$ cat config.mk
export PLATFORM = sky130hd
export DESIGN_NAME = gamepad_button_edge_autorepeat_top
export DESIGN_NICKNAME = d
export VERILOG_FILES = /design/src/rtl/gbea_pkg.sv /design/src/rtl/gamepad_button_edge_autorepeat_top.sv /design/src/rtl/gbea_tmem.sv /design/src/rtl/gbea_poll.sv /design/src/rtl/gbea_seq.sv
export SDC_FILE = /design/constraint.sdc
export NUM_CORES = 2
export LEC_CHECK = 0
export ABC_AREA = 1
export BUFFER_PORTS_ARGS = -buffer_cell sky130_fd_sc_hd__buf_4
export CORE_ASPECT_RATIO = 1.4
export CORE_MARGIN = 1
export CORE_UTILIZATION = 50
export CTS_CLUSTER_DIAMETER = 50
export DETAILED_ROUTE_END_ITERATION = 7
export GPL_TIMING_DRIVEN = 1
export PLACE_DENSITY = 0.69
export SLEW_MARGIN = 20
export SYNTH_ARGS = -nofsm -noshare
export SYNTH_HDL_FRONTEND = slang
export SYNTH_SLANG_ARGS = --single-unit
$ cat constraint.sdc
create_clock -name aclk -period 6.15 [get_ports aclk]
set_clock_uncertainty 0.05 [all_clocks]
set_input_delay 0.3075 -clock aclk [delete_from_list [all_inputs] [get_ports aclk]]
set_output_delay 0.3075 -clock aclk [all_outputs]
set_load 0.03 [all_outputs]
$ cat src/rtl/gbea_pkg.sv
// shared types, constants and helpers of the gamepad poll block
`default_nettype none
package gbea_pkg;

    localparam int NUM_BUTTONS = 22;
    localparam int TIME_BITS   = 24;
    localparam int IDX_W       = $clog2(NUM_BUTTONS);
    localparam int DELAY_W     = 16;
    localparam int THR_W       = 7;
    localparam int ELAPSED_W   = 16;
    localparam int STICK_W     = 8;
    localparam int QUERY_W     = 5;
    localparam int CFG_IDX_W   = 2;
    localparam int CFG_DATA_W  = 16;
    localparam int S_DATA_W    = 80;
    localparam int M_DATA_W    = 120;

    localparam logic [TIME_BITS-1:0] TIME_MAX = '1;

    localparam int BIT_UP    = 0;
    localparam int BIT_DOWN  = 1;
    localparam int BIT_LEFT  = 2;
    localparam int BIT_RIGHT = 3;

    localparam logic [DELAY_W-1:0] RESET_REPEAT_DELAY    = 16'd512;
    localparam logic [THR_W-1:0]   RESET_STICK_THRESHOLD = 7'd50;

    typedef logic [NUM_BUTTONS-1:0] btn_mask_t;
    typedef logic [3:0]             dir_bits_t;

    typedef enum logic [CFG_IDX_W-1:0] {
        CFG_REPEAT_DELAY    = 2'd0,
        CFG_STICK_THRESHOLD = 2'd1,
        CFG_LEFT_TO_DPAD    = 2'd2,
        CFG_RIGHT_TO_DPAD   = 2'd3
    } cfg_index_t;

    typedef enum logic [1:0] {
        ST_IDLE,
        ST_SWEEP,
        ST_DRAIN,
        ST_DONE
    } seq_state_t;

    typedef struct packed {
        logic [DELAY_W-1:0] repeat_delay;
        logic [THR_W-1:0]   stick_threshold;
        logic               left_to_dpad;
        logic               right_to_dpad;
    } cfg_t;

    typedef struct packed {
        btn_mask_t                   raw_buttons;
        logic signed [STICK_W-1:0]   left_x;
        logic signed [STICK_W-1:0]   left_y;
        logic signed [STICK_W-1:0]   right_x;
        logic signed [STICK_W-1:0]   right_y;
        logic [ELAPSED_W-1:0]        elapsed_time;
        logic                        digital_mode;
        logic [QUERY_W-1:0]          query_button;
    } poll_in_t;

    // poll outcome handed from the edge logic to the timer sweep
    typedef struct packed {
        btn_mask_t            on;
        btn_mask_t            rise;
        btn_mask_t            fall;
        btn_mask_t            pressed_out;
        logic [ELAPSED_W-1:0] elapsed_time;
    } poll_res_t;

    typedef struct packed {
        logic [TIME_BITS-1:0] held;
        logic [TIME_BITS-1:0] released;
    } time_entry_t;

    function automatic dir_bits_t stick_bits(input logic signed [STICK_W-1:0] x,
                                             input logic signed [STICK_W-1:0] y,
                                             input logic [THR_W-1:0] t);
        logic signed [STICK_W:0] sx;
        logic signed [STICK_W:0] sy;
        logic signed [STICK_W:0] st;
        dir_bits_t               b;
        sx = {x[STICK_W-1], x};
        sy = {y[STICK_W-1], y};
        st = signed'({2'b00, t});
        b  = '0;
        if (sx >= st) begin
            b[BIT_RIGHT] = 1'b1;
        end else if (sx <= -st) begin
            b[BIT_LEFT] = 1'b1;
        end
        if (sy >= st) begin
            b[BIT_DOWN] = 1'b1;
        end else if (sy <= -st) begin
            b[BIT_UP] = 1'b1;
        end
        return b;
    endfunction

    function automatic logic in_deadzone(input logic signed [STICK_W-1:0] x,
                                         input logic signed [STICK_W-1:0] y,
                                         input logic [THR_W-1:0] t);
        logic signed [STICK_W:0] sx;
        logic signed [STICK_W:0] sy;
        logic signed [STICK_W:0] st;
        sx = {x[STICK_W-1], x};
        sy = {y[STICK_W-1], y};
        st = signed'({2'b00, t});
        return (sx > -st) && (sx < st) && (sy > -st) && (sy < st);
    endfunction

    function automatic logic [TIME_BITS-1:0] sat_add(input logic [TIME_BITS-1:0] a,
                                                     input logic [ELAPSED_W-1:0] b);
        logic [TIME_BITS:0] s;
        s = {1'b0, a} + (TIME_BITS+1)'(b);
        return s[TIME_BITS] ? TIME_MAX : s[TIME_BITS-1:0];
    endfunction

endpackage
`default_nettype wire

$ cat src/rtl/gamepad_button_edge_autorepeat_top.sv
// gamepad poll block: button edges, per-button timers and direction auto-repeat
//
// One beat on the s_ channel is one controller poll; it yields exactly one
// beat on the m_ channel with held, pressed and released masks and the held
// and released times of the queried button.
// The poll beat updates previous buttons and the repeat timers at once, then
// the per-button timer memory is swept one entry per cycle (read, then
// modify and write back the next cycle); then a drain state, and a done
// state that loads the output register once it is free. A new poll is
// taken only back in the idle state, in which s_tready is high.
// s_tready is high only while no poll is in work. The result sits in an
// output register, so a stalled m_ channel does not hold up the next poll;
// only the following result waits until the register is taken.
// Configuration beats on the cfg_ channel are always taken and should come
// while the block is idle. Reset restores the register defaults (delay 512,
// threshold 50, sticks off) and zeroes all buttons, timers and times.
`default_nettype none
module gamepad_button_edge_autorepeat_top (
    input  wire logic                              aclk,
    input  wire logic                              aresetn,
    input  wire logic                              s_tvalid,
    output logic                                   s_tready,
    // raw_buttons, left_x, left_y, right_x, right_y, elapsed_time,
    // digital_mode, query_button, zero pad
    input  wire logic [gbea_pkg::S_DATA_W-1:0]     s_tdata,
    output logic                                   m_tvalid,
    input  wire logic                              m_tready,
    // held_buttons, pressed_buttons, released_buttons, query_held_time,
    // query_released_time, zero pad
    output logic [gbea_pkg::M_DATA_W-1:0]          m_tdata,
    input  wire logic                              cfg_valid,
    output logic                                   cfg_ready,
    input  wire logic [gbea_pkg::CFG_IDX_W-1:0]    cfg_index,
    input  wire logic [gbea_pkg::CFG_DATA_W-1:0]   cfg_data
);

    gbea_pkg::cfg_t             cfg_reg;
    gbea_pkg::poll_in_t         item;
    gbea_pkg::poll_res_t        res;
    gbea_pkg::time_entry_t      rd_data, wr_data;
    logic [gbea_pkg::IDX_W-1:0] rd_addr, wr_addr;
    logic                       wr_en;
    logic                       accept;
    gbea_pkg::btn_mask_t        out_held, out_pressed, out_released;
    logic [gbea_pkg::TIME_BITS-1:0] out_held_time, out_released_time;

    assign cfg_ready = 1'b1;

    always_ff @(posedge aclk) begin
        if (!aresetn) begin
            cfg_reg.repeat_delay    <= gbea_pkg::RESET_REPEAT_DELAY;
            cfg_reg.stick_threshold <= gbea_pkg::RESET_STICK_THRESHOLD;
            cfg_reg.left_to_dpad    <= 1'b0;
            cfg_reg.right_to_dpad   <= 1'b0;
        end else if (cfg_valid && cfg_ready) begin
            unique case (gbea_pkg::cfg_index_t'(cfg_index))
                gbea_pkg::CFG_REPEAT_DELAY: begin
                    cfg_reg.repeat_delay <= cfg_data;
                end
                gbea_pkg::CFG_STICK_THRESHOLD: begin
                    cfg_reg.stick_threshold <= cfg_data[gbea_pkg::THR_W-1:0];
                end
                gbea_pkg::CFG_LEFT_TO_DPAD: begin
                    cfg_reg.left_to_dpad <= cfg_data[0];
                end
                gbea_pkg::CFG_RIGHT_TO_DPAD: begin
                    cfg_reg.right_to_dpad <= cfg_data[0];
                end
                default: begin
                    cfg_reg <= cfg_reg;
                end
            endcase
        end
    end

    // unpack the poll beat
    assign item.raw_buttons  = s_tdata[21:0];
    assign item.left_x       = s_tdata[29:22];
    assign item.left_y       = s_tdata[37:30];
    assign item.right_x      = s_tdata[45:38];
    assign item.right_y      = s_tdata[53:46];
    assign item.elapsed_time = s_tdata[69:54];
    assign item.digital_mode = s_tdata[70];
    assign item.query_button = s_tdata[75:71];

    assign accept = s_tvalid && s_tready;

    gbea_poll u_poll (
        .aclk    (aclk),
        .aresetn (aresetn),
        .load    (accept),
        .cfg     (cfg_reg),
        .item    (item),
        .res     (res)
    );

    gbea_tmem u_tmem (
        .aclk    (aclk),
        .aresetn (aresetn),
        .rd_addr (rd_addr),
        .rd_data (rd_data),
        .wr_en   (wr_en),
        .wr_addr (wr_addr),
        .wr_data (wr_data)
    );

    gbea_seq u_seq (
        .aclk              (aclk),
        .aresetn           (aresetn),
        .accept            (accept),
        .query_in          (item.query_button),
        .res               (res),
        .in_ready          (s_tready),
        .rd_addr           (rd_addr),
        .rd_data           (rd_data),
        .wr_en             (wr_en),
        .wr_addr           (wr_addr),
        .wr_data           (wr_data),
        .out_valid         (m_tvalid),
        .out_ready         (m_tready),
        .out_held          (out_held),
        .out_pressed       (out_pressed),
        .out_released      (out_released),
        .out_held_time     (out_held_time),
        .out_released_time (out_released_time)
    );

    assign m_tdata = {6'd0, out_released_time, out_held_time,
                      out_released, out_pressed, out_held};

endmodule
`default_nettype wire

$ cat src/rtl/gbea_tmem.sv
// per-button held and released time memory with a registered read
`default_nettype none
module gbea_tmem (
    input  wire logic                          aclk,
    input  wire logic                          aresetn,
    input  wire logic [gbea_pkg::IDX_W-1:0]    rd_addr,
    output gbea_pkg::time_entry_t              rd_data,
    input  wire logic                          wr_en,
    input  wire logic [gbea_pkg::IDX_W-1:0]    wr_addr,
    input  wire gbea_pkg::time_entry_t         wr_data
);

    gbea_pkg::time_entry_t             mem [gbea_pkg::NUM_BUTTONS];
    logic [gbea_pkg::NUM_BUTTONS-1:0]  valid_reg;
    gbea_pkg::time_entry_t             rd_data_reg;
    logic                              rd_valid_reg;

    always_ff @(posedge aclk) begin
        if (wr_en) begin
            mem[wr_addr] <= wr_data;
        end
        rd_data_reg <= mem[rd_addr];
    end

    // entries never written since reset read as zero
    always_ff @(posedge aclk) begin
        if (!aresetn) begin
            valid_reg    <= '0;
            rd_valid_reg <= 1'b0;
        end else begin
            if (wr_en) begin
                valid_reg[wr_addr] <= 1'b1;
            end
            rd_valid_reg <= valid_reg[rd_addr];
        end
    end

    assign rd_data = rd_valid_reg ? rd_data_reg : '0;

endmodule
`default_nettype wire

$ cat src/rtl/gbea_poll.sv
// stick to direction conversion, repeat timers and edge detection per poll
`default_nettype none
module gbea_poll (
    input  wire logic              aclk,
    input  wire logic              aresetn,
    input  wire logic              load,
    input  wire gbea_pkg::cfg_t    cfg,
    input  wire gbea_pkg::poll_in_t item,
    output gbea_pkg::poll_res_t    res
);

    gbea_pkg::btn_mask_t            prev_held_reg, prev_held_next;
    logic [gbea_pkg::DELAY_W-1:0]   left_timer_reg, left_timer_next;
    logic [gbea_pkg::DELAY_W-1:0]   right_timer_reg, right_timer_next;
    logic [gbea_pkg::DELAY_W-1:0]   dir_timer_reg, dir_timer_next;
    gbea_pkg::poll_res_t            res_reg, res_next;

    logic [gbea_pkg::DELAY_W-1:0]   left_clamp, right_clamp, dir_clamp;
    logic [gbea_pkg::DELAY_W-1:0]   dt;
    gbea_pkg::dir_bits_t            left_bits, right_bits;
    gbea_pkg::btn_mask_t            on, pressed;

    always_comb begin
        dt          = item.elapsed_time;
        left_clamp  = (left_timer_reg > cfg.repeat_delay) ? cfg.repeat_delay : left_timer_reg;
        right_clamp = (right_timer_reg > cfg.repeat_delay) ? cfg.repeat_delay : right_timer_reg;
        dir_clamp   = (dir_timer_reg > cfg.repeat_delay) ? cfg.repeat_delay : dir_timer_reg;
        left_bits   = gbea_pkg::stick_bits(item.left_x, item.left_y, cfg.stick_threshold);
        right_bits  = gbea_pkg::stick_bits(item.right_x, item.right_y, cfg.stick_threshold);

        on               = item.raw_buttons;
        left_timer_next  = left_clamp;
        right_timer_next = right_clamp;
        dir_timer_next   = dir_clamp;

        if (item.digital_mode && cfg.left_to_dpad) begin
            if (left_bits == '0) begin
                left_timer_next = '0;
            end else if (left_clamp <= dt) begin
                // timer would reach zero or below
                on[3:0]         = on[3:0] | left_bits;
                left_timer_next = cfg.repeat_delay;
            end else begin
                left_timer_next = left_clamp - dt;
            end
        end

        if (item.digital_mode && cfg.right_to_dpad) begin
            if (gbea_pkg::in_deadzone(item.right_x, item.right_y, cfg.stick_threshold)) begin
                right_timer_next = '0;
            end else if (right_clamp <= dt) begin
                on[3:0]          = on[3:0] | right_bits;
                right_timer_next = cfg.repeat_delay;
            end else begin
                right_timer_next = right_clamp - dt;
            end
        end

        pressed        = on & ~prev_held_reg;
        prev_held_next = on;

        res_next.on           = on;
        res_next.rise         = pressed;
        res_next.fall         = prev_held_reg & ~on;
        res_next.elapsed_time = item.elapsed_time;

        if (item.digital_mode) begin
            if (on[3:0] == '0) begin
                dir_timer_next = '0;
            end else begin
                if (dir_clamp <= dt) begin
                    dir_timer_next = cfg.repeat_delay;
                    if (on[gbea_pkg::BIT_UP]) begin
                        pressed[gbea_pkg::BIT_UP] = 1'b1;
                    end else if (on[gbea_pkg::BIT_DOWN]) begin
                        pressed[gbea_pkg::BIT_DOWN] = 1'b1;
                    end
                end else begin
                    dir_timer_next = dir_clamp - dt;
                end
                // horizontal direction repeats on every poll
                if (on[gbea_pkg::BIT_LEFT]) begin
                    pressed[gbea_pkg::BIT_LEFT] = 1'b1;
                end else if (on[gbea_pkg::BIT_RIGHT]) begin
                    pressed[gbea_pkg::BIT_RIGHT] = 1'b1;
                end
            end
        end
        res_next.pressed_out = pressed;
    end

    always_ff @(posedge aclk) begin
        if (!aresetn) begin
            prev_held_reg   <= '0;
            left_timer_reg  <= '0;
            right_timer_reg <= '0;
            dir_timer_reg   <= '0;
        end else if (load) begin
            prev_held_reg   <= prev_held_next;
            left_timer_reg  <= left_timer_next;
            right_timer_reg <= right_timer_next;
            dir_timer_reg   <= dir_timer_next;
        end
    end

    always_ff @(posedge aclk) begin
        if (load) begin
            res_reg <= res_next;
        end
    end

    assign res = res_reg;

endmodule
`default_nettype wire

$ cat src/rtl/gbea_seq.sv
// sweep sequencer: read-modify-write of the button timers and result register
`default_nettype none
module gbea_seq (
    input  wire logic                          aclk,
    input  wire logic                          aresetn,
    input  wire logic                          accept,
    input  wire logic [gbea_pkg::QUERY_W-1:0]  query_in,
    input  wire gbea_pkg::poll_res_t           res,
    output logic                               in_ready,
    output logic [gbea_pkg::IDX_W-1:0]         rd_addr,
    input  wire gbea_pkg::time_entry_t         rd_data,
    output logic                               wr_en,
    output logic [gbea_pkg::IDX_W-1:0]         wr_addr,
    output gbea_pkg::time_entry_t              wr_data,
    output logic                               out_valid,
    input  wire logic                          out_ready,
    output gbea_pkg::btn_mask_t                out_held,
    output gbea_pkg::btn_mask_t                out_pressed,
    output gbea_pkg::btn_mask_t                out_released,
    output logic [gbea_pkg::TIME_BITS-1:0]     out_held_time,
    output logic [gbea_pkg::TIME_BITS-1:0]     out_released_time
);

    localparam logic [gbea_pkg::IDX_W-1:0] LAST_IDX = gbea_pkg::IDX_W'(gbea_pkg::NUM_BUTTONS - 1);

    gbea_pkg::seq_state_t               state_reg, state_next;
    logic [gbea_pkg::IDX_W-1:0]         idx_reg, idx_next;
    logic                               wr_pend_reg, wr_pend_next;
    logic [gbea_pkg::IDX_W-1:0]         wr_idx_reg;
    logic [gbea_pkg::QUERY_W-1:0]       query_reg;
    logic [gbea_pkg::TIME_BITS-1:0]     qh_reg, qr_reg;
    logic                               m_valid_reg, m_valid_next;
    logic                               load_out;
    gbea_pkg::time_entry_t              upd;
    gbea_pkg::btn_mask_t                held_out_reg, pressed_out_reg, released_out_reg;
    logic [gbea_pkg::TIME_BITS-1:0]     qh_out_reg, qr_out_reg;
    logic                               query_hit;

    always_comb begin
        state_next = state_reg;
        idx_next   = idx_reg;
        load_out   = 1'b0;
        unique case (state_reg)
            gbea_pkg::ST_IDLE: begin
                if (accept) begin
                    idx_next   = '0;
                    state_next = gbea_pkg::ST_SWEEP;
                end
            end
            gbea_pkg::ST_SWEEP: begin
                idx_next = idx_reg + 1'b1;
                if (idx_reg == LAST_IDX) begin
                    state_next = gbea_pkg::ST_DRAIN;
                end
            end
            gbea_pkg::ST_DRAIN: begin
                state_next = gbea_pkg::ST_DONE;
            end
            gbea_pkg::ST_DONE: begin
                if (!m_valid_reg || out_ready) begin
                    load_out   = 1'b1;
                    state_next = gbea_pkg::ST_IDLE;
                end
            end
            default: begin
                state_next = gbea_pkg::ST_IDLE;
            end
        endcase
        wr_pend_next = (state_reg == gbea_pkg::ST_SWEEP);
        if (load_out) begin
            m_valid_next = 1'b1;
        end else if (out_ready) begin
            m_valid_next = 1'b0;
        end else begin
            m_valid_next = m_valid_reg;
        end
    end

    // modify the entry read in the previous cycle
    always_comb begin
        upd = rd_data;
        if (res.rise[wr_idx_reg]) begin
            upd.held = '0;
        end else if (res.fall[wr_idx_reg]) begin
            upd.released = '0;
        end
        if (res.on[wr_idx_reg]) begin
            upd.held = gbea_pkg::sat_add(upd.held, res.elapsed_time);
        end else begin
            upd.released = gbea_pkg::sat_add(upd.released, res.elapsed_time);
        end
        query_hit = wr_pend_reg && (gbea_pkg::QUERY_W'(wr_idx_reg) == query_reg);
    end

    always_ff @(posedge aclk) begin
        if (!aresetn) begin
            state_reg   <= gbea_pkg::ST_IDLE;
            idx_reg     <= '0;
            wr_pend_reg <= 1'b0;
            m_valid_reg <= 1'b0;
        end else begin
            state_reg   <= state_next;
            idx_reg     <= idx_next;
            wr_pend_reg <= wr_pend_next;
            m_valid_reg <= m_valid_next;
        end
    end

    always_ff @(posedge aclk) begin
        wr_idx_reg <= idx_reg;
        if (accept) begin
            query_reg <= query_in;
            // a query beyond the button count never hits and reports zero
            qh_reg    <= '0;
            qr_reg    <= '0;
        end else if (query_hit) begin
            qh_reg <= upd.held;
            qr_reg <= upd.released;
        end
        if (load_out) begin
            held_out_reg     <= res.on;
            pressed_out_reg  <= res.pressed_out;
            released_out_reg <= res.fall;
            qh_out_reg       <= qh_reg;
            qr_out_reg       <= qr_reg;
        end
    end

    assign in_ready          = (state_reg == gbea_pkg::ST_IDLE);
    assign rd_addr           = idx_reg;
    assign wr_en             = wr_pend_reg;
    assign wr_addr           = wr_idx_reg;
    assign wr_data           = upd;
    assign out_valid         = m_valid_reg;
    assign out_held          = held_out_reg;
    assign out_pressed       = pressed_out_reg;
    assign out_released      = released_out_reg;
    assign out_held_time     = qh_out_reg;
    assign out_released_time = qr_out_reg;

endmodule
`default_nettype wire

==> Yosys cells after proc, flatten, opt, wreduce, memory -nomap -nowiden <==
Memory sizes are Yosys's and may differ from the RTL's. A register that Yosys moved wholly into a read port is not among the register bits.
Cells that the tools add are included.
W data, S select, Z words.
{ "totals": {"word_cells": 166, "memories": 1, "ff_bits": 403, "inputBits": 103, "ramBits": 1056} }
{ "op_classes": {"n_mux": 69, "n_addsub": 7, "magnitude_cmp": 21, "reduce_logical": 22, "bitwise_logic": 7, "eq_ne": 11} }
{ "mem_list": {"columns": ["memory", "words", "word_bits", "read_ports", "rd_ports_with_merged_regs", "wr", "line_no", "text"], "rows": [
  ["u_tmem.mem", 22, 48, 1, 1, 1, "gbea_tmem.sv:13", "gbea_pkg::time_entry_t mem [gbea_pkg::NUM_BUTTONS];"]
]} }
{ "ops": {"columns": ["operator", "count"], "rows": [
  ["$mux W16", 12],
  ["$mux W24", 7],
  ["$add A24 B16 Y25", 2],
  ["$gt A16 B16 Y1", 3],
  ["$le A16 B16 Y1", 3],
  ["$mux W48", 1],
  ["$sub A16 B16 Y16", 3],
  ["$and A22 B22 Y22", 2],
  ["$not A22 Y22", 2],
  ["$le A8 B9 Y1", 4],
  ["$ge A8 B8 Y1", 4],
  ["$mux W4", 8],
  ["$mux W1", 29],
  ["$or A22 B22 Y22", 1],
  ["$bmux W1 S5", 4],
  ["$gt A8 B9 Y1", 2],
  ["$lt A8 B8 Y1", 2],
  ["$lt A5 B6 Y1 const B", 2],
  ["$pmux W5 S2", 1],
  ["$reduce_and A2 Y1", 5],
  ["$neg A7 Y9", 1],
  ["$eq A2 B2 Y1 const B", 4],
  ["$logic_and A1 B1 Y1", 8],
  ["$logic_not A4 Y1", 2],
  ["17 further kinds", 25]
]} }

==> Logic depth before layout (Yosys ltp) <==
{ "logic_depth": {"word_depth": 18, "ltp_mapped": 32, "ltp_nobuf": 31} }

==> By module <==
From an unflattened synthesis, not the netlist that was laid out.
{ "unflattened": {"hier_cells": 6684, "hier_area_um2": 67787.5} }
{ "modules_own_cells": {"columns": ["module", "instances", "cells_each", "seq_area_each_um2", "area_per_inst_um2"], "rows": [
  ["gbea_tmem", 1, 3679, 33131.8, 44308.7],
  ["gbea_poll", 1, 1754, 3983.8, 12668.4],
  ["gbea_seq", 1, 1080, 4814.6, 9554.2],
  ["gamepad_button_edge_autorepeat_top", 1, 171, 500.5, 1256.2]
]} }

==> Worst setup path before layout <==
Ideal clock, no wire load.
{ "synth_path": {"path_type": "register to register", "start": "register u_seq.state_reg[0]", "end": "register u_seq.held_out_reg[0] (netlist: u_seq.out_held[0]) (enable)", "path_slack_ns": -0.558, "n_path_buf": 0, "stages_incl_launch_ff": 4, "synth_period_minus_slack_ns": 6.708, "t_arrival_ns": 6.033, "cell_sequence": "dfxtp_1 ha_1 inv_1 a21oi_1"} }
{ "synth_between": {"elab_chain_len": 2} }
{ "synth_rtl": {"columns": ["item", "line_no", "text"], "rows": [
  ["start: declaration", "gbea_seq.sv:26", "gbea_pkg::seq_state_t state_reg, state_next;"],
  ["start signal: assignment", "gbea_seq.sv:97", "state_reg <= gbea_pkg::ST_IDLE;"],
  ["start signal: assignment", "gbea_seq.sv:102", "state_reg <= state_next;"],
  ["$eq A2 B2 Y1", "gbea_seq.sv:43", "unique case (state_reg)"],
  ["$mux W1", "gbea_seq.sv:43", null],
  ["via u_seq.load_out", "gbea_seq.sv:33", "logic load_out;"],
  ["end signal: assignment", "gbea_seq.sv:121", "held_out_reg <= res.on;"],
  ["end: declaration", "gbea_seq.sv:35", "gbea_pkg::btn_mask_t held_out_reg, pressed_out_reg, released_out_reg;"]
]} }
The timed path passes the listed nets, and every way through them passes these cells.
A chain may end at the register's enable or synchronous reset.

==> flow_summary.ini <==
[status]
status = finished clean

[global_route]
grt_pass1_vias = 45331
grt_max_degree = 185
grt_overflow = 0
grt_usage_pct = 28.6
grt_pass1_wl_um = 277000
antenna_found_initial = 2

[clocking]
ctsHoldBuffers = 76
clock_sinks = 1489
cts.clk_slew.worst_paths_ns = 0.06
tritoncts = built
numCtsBuffers = 148
worstSkewPairLatency_ns = 0.79
h-tree-depth = 4
clock_path_buffers = 3
cts_root_buffer = clkbuf_16
cts_setup_buffers = 0
cts_resized = 0

[detailed_routing]
antenna_left = 0
wirelength_um = 192000
routed_via_density = 5.98
drt_pass1_iterations = 7
wire_per_inst_um = 24.2
drc_errors = 0
vias = 47411
dr.first_iter.drc_count = 5003

[timing]
final_max_slew_viol_count = 0
fin_tns_setup_ns = 0
setup_violations = 0
rsz0062_at_grt = no
relSlewSlack_pct = 22.0
fin_crit_sh_pct = 94.0
hold_violations = 0
worstMarginPinSlew_ns = 1.17
post-route-min-period_ns = 5.78
fmax_mhz = 173

[cells_and_area]
fin_area_mm2 = 0.0740
final_common_cell = edfxtp_1
layout_common_cells = edfxtp_1, nand2_1, nor2_1
largest_reg_flops = 1056
fin_util_pct = 57.8
nNetsFinal = 6457
drive_above_1_share_pct = 10.0
area_growth_pct = 14.4
fillCellCount = 10347

[die]
fp.coreArea_mm2 = 0.128
row_count = 155
start_util_pct = 50.6
ios = 226
die_w_um = 306
dieArea_mm2 = 0.131
fp.dieH_um = 428

[yosys]
synth-edff-count = 1261
synth.area.top_cells = edfxtp_1, dfxtp_1, o21ai_0
synth.yosys.seq_area_share_pct = 65.5
yosys.area.top_type = edfxtp_1
synth_top_family_by_area = compound AO/OA/AOI/OAI gates
synth-adder-area-share_pct = 3.92
synth_xor_area_share_pct = 0.906
yosysUniqueCellTypes = 55
synthFlopType = edfxtp_1
yosysTopAreaCellShare_pct = 58.5
async_flop_share_pct = 0
synth_compound_area_share_pct = 13.5
netlist_instances = 5916
synthMuxAreaShare_pct = 0
syn_area_mm2 = 0.0647
ys_ff_latch = 1489
synthSimpleGateAreaFrac_pct = 11.9
yosys_warnings = 0
syn_area_per_cell_um2 = 10.9

[flow_run]
cap_violations = 0

[placed_design]
io_buffer_count = 214
place_area_mm2 = 0.0683
globalplace.congestion = 0.990
hpwl_um = 113000

[power_and_ir_drop]
clockPowerShare_pct = 29.1
irDropWorstVdd_v = 0.000326
switching_share_pct = 34.3
power_frac_seq_pct = 42.4
p_int_mw = 20.7
p_leak_nw = 27.6
finalPower_mw = 31.6
switching_power_mw = 10.8
p_comb_share_pct = 28.4
p_per_area_mw_per_mm2 = 426

[critical_path]
worstPathArrival_ns = 6.39
slowest_stage = nand3_1
end_kind = register
cpPeakStageDelay_ns = 0.66
worstPathRequired_ns = 6.76
critPathKind = reg2reg
cp_cell_sequence = buf_4, nor2_2, buf_4, nand2_1, a21oi_1, a21oi_2, nand2_4, nor2_8, inv_1, buf_4, nor2_1, ha_1, a21oi_1, o21ai_0, nand4_1, nand2_1, a21oi_1, inv_1, nand3_1, nor2_2, nand3_1, nand3_1, o21bai_1, inv_1
crit_fanout = 30
start_kind = register

[worst_hold_path]
hold_path_class = in2reg
-- final timing paths --
path / startpoint / endpoint / slack (ns) / cells past startpoint
setup reg to reg: u_seq.wr_addr[0]$_DFF_P_ / u_seq.qh_reg[16]$_SDFFE_PP0P_ / 0.37 / 24
setup / recovery: u_seq.wr_addr[0]$_DFF_P_ / u_seq.qh_reg[16]$_SDFFE_PP0P_ / 0.37 / 24
hold reg to reg: u_seq.qh_reg[21]$_SDFFE_PP0P_ / u_seq.out_held_time[21]$_DFFE_PP_ / 0.37 / 0
hold / removal: aresetn / u_seq.rd_addr[1]$_SDFFE_PN0P_ / 0.08 / 2
-- layer usage --
metal  vias to the layer above  GRT usage (%)  part of all wire, %
met5                         -              0                    0
met4                         0           18.4                  7.0
met3                       525           4.80                  8.1
met2                      2255           48.2                   48
met1                     23082           34.1                   36
li1                      21549              -                    -
-- per-stage QoR --
step                      cells  setup slack, ns  hold WS (ns)
final                      7928            0.371        0.0784
after global routing       7927            0.164        0.0782
after CTS                  7924            0.478        0.0116
after detailed placement   7575            0.521         0.361
after global placement     7574            0.678         0.354
after floorplan            5921             1.58         0.279
-- critical path: cells and delay by family (launching register included) --
family	cells	cell delay [ns]
buffers and inverters	6	1.18
flip-flops	1	0.62
adder cells (fa/ha/maj)	1	0.28
AND/OR/NAND/NOR	11	1.96
AO/OA/AOI/OAI	6	1.53
-- cells in the mapped netlist, drive strengths merged, types with 14 or more instances --
master,instances
a21o,15
a21oi,313
a31oi,37
a32o,48
a41oi,49
buf,50
clkbuf,257
dfxtp,228
edfxtp,1261
ha,195
inv,387
nand2,938
nand3,145
nand4,29
nor2,754
nor3,32
o211ai,14
o21a,16
o21ai,710
o21bai,31
o22ai,268
xnor2,27
xor2,40
-- cell families (layout without fill, tap and decap cells) --
kind of cell               count (synthesis)  in the layout
xor gates and xnor gates                  67             67
AOI/OAI and AO/OA                       1531           1531
adders and majority gates                200            200
buffers and inverters                    699           1055
and+or+nand+nor                         1928           1928
DFF                                     1489           1489
other                                      2             10
-- power groups by stage --
stage / combinational (mW) / sequential, mW / clock, mW
detailed placement: 8.77 / 13.6 / 0
CTS: 8.87 / 13.4 / 9.25
floorplan: 6.11 / 13.5 / 0
global placement: 8.61 / 13.6 / 0
global route: 9.90 / 13.4 / 9.62
finish: 8.98 / 13.4 / 9.19
-- final cells by class --
type	count	area, um^2	share of cell area (%)
inverters	392	1490	2.02
multi-input cells	3733	19800	26.8
clock inverters	88	918	1.24
well taps	1648	2060	2.78
clock buffers	185	4030	5.44
diodes	3	7.51	0.0101
flip-flops and latches	1489	42400	57.3
repair buffers	390	3250	4.39
(Power assumes the default switching activity.)
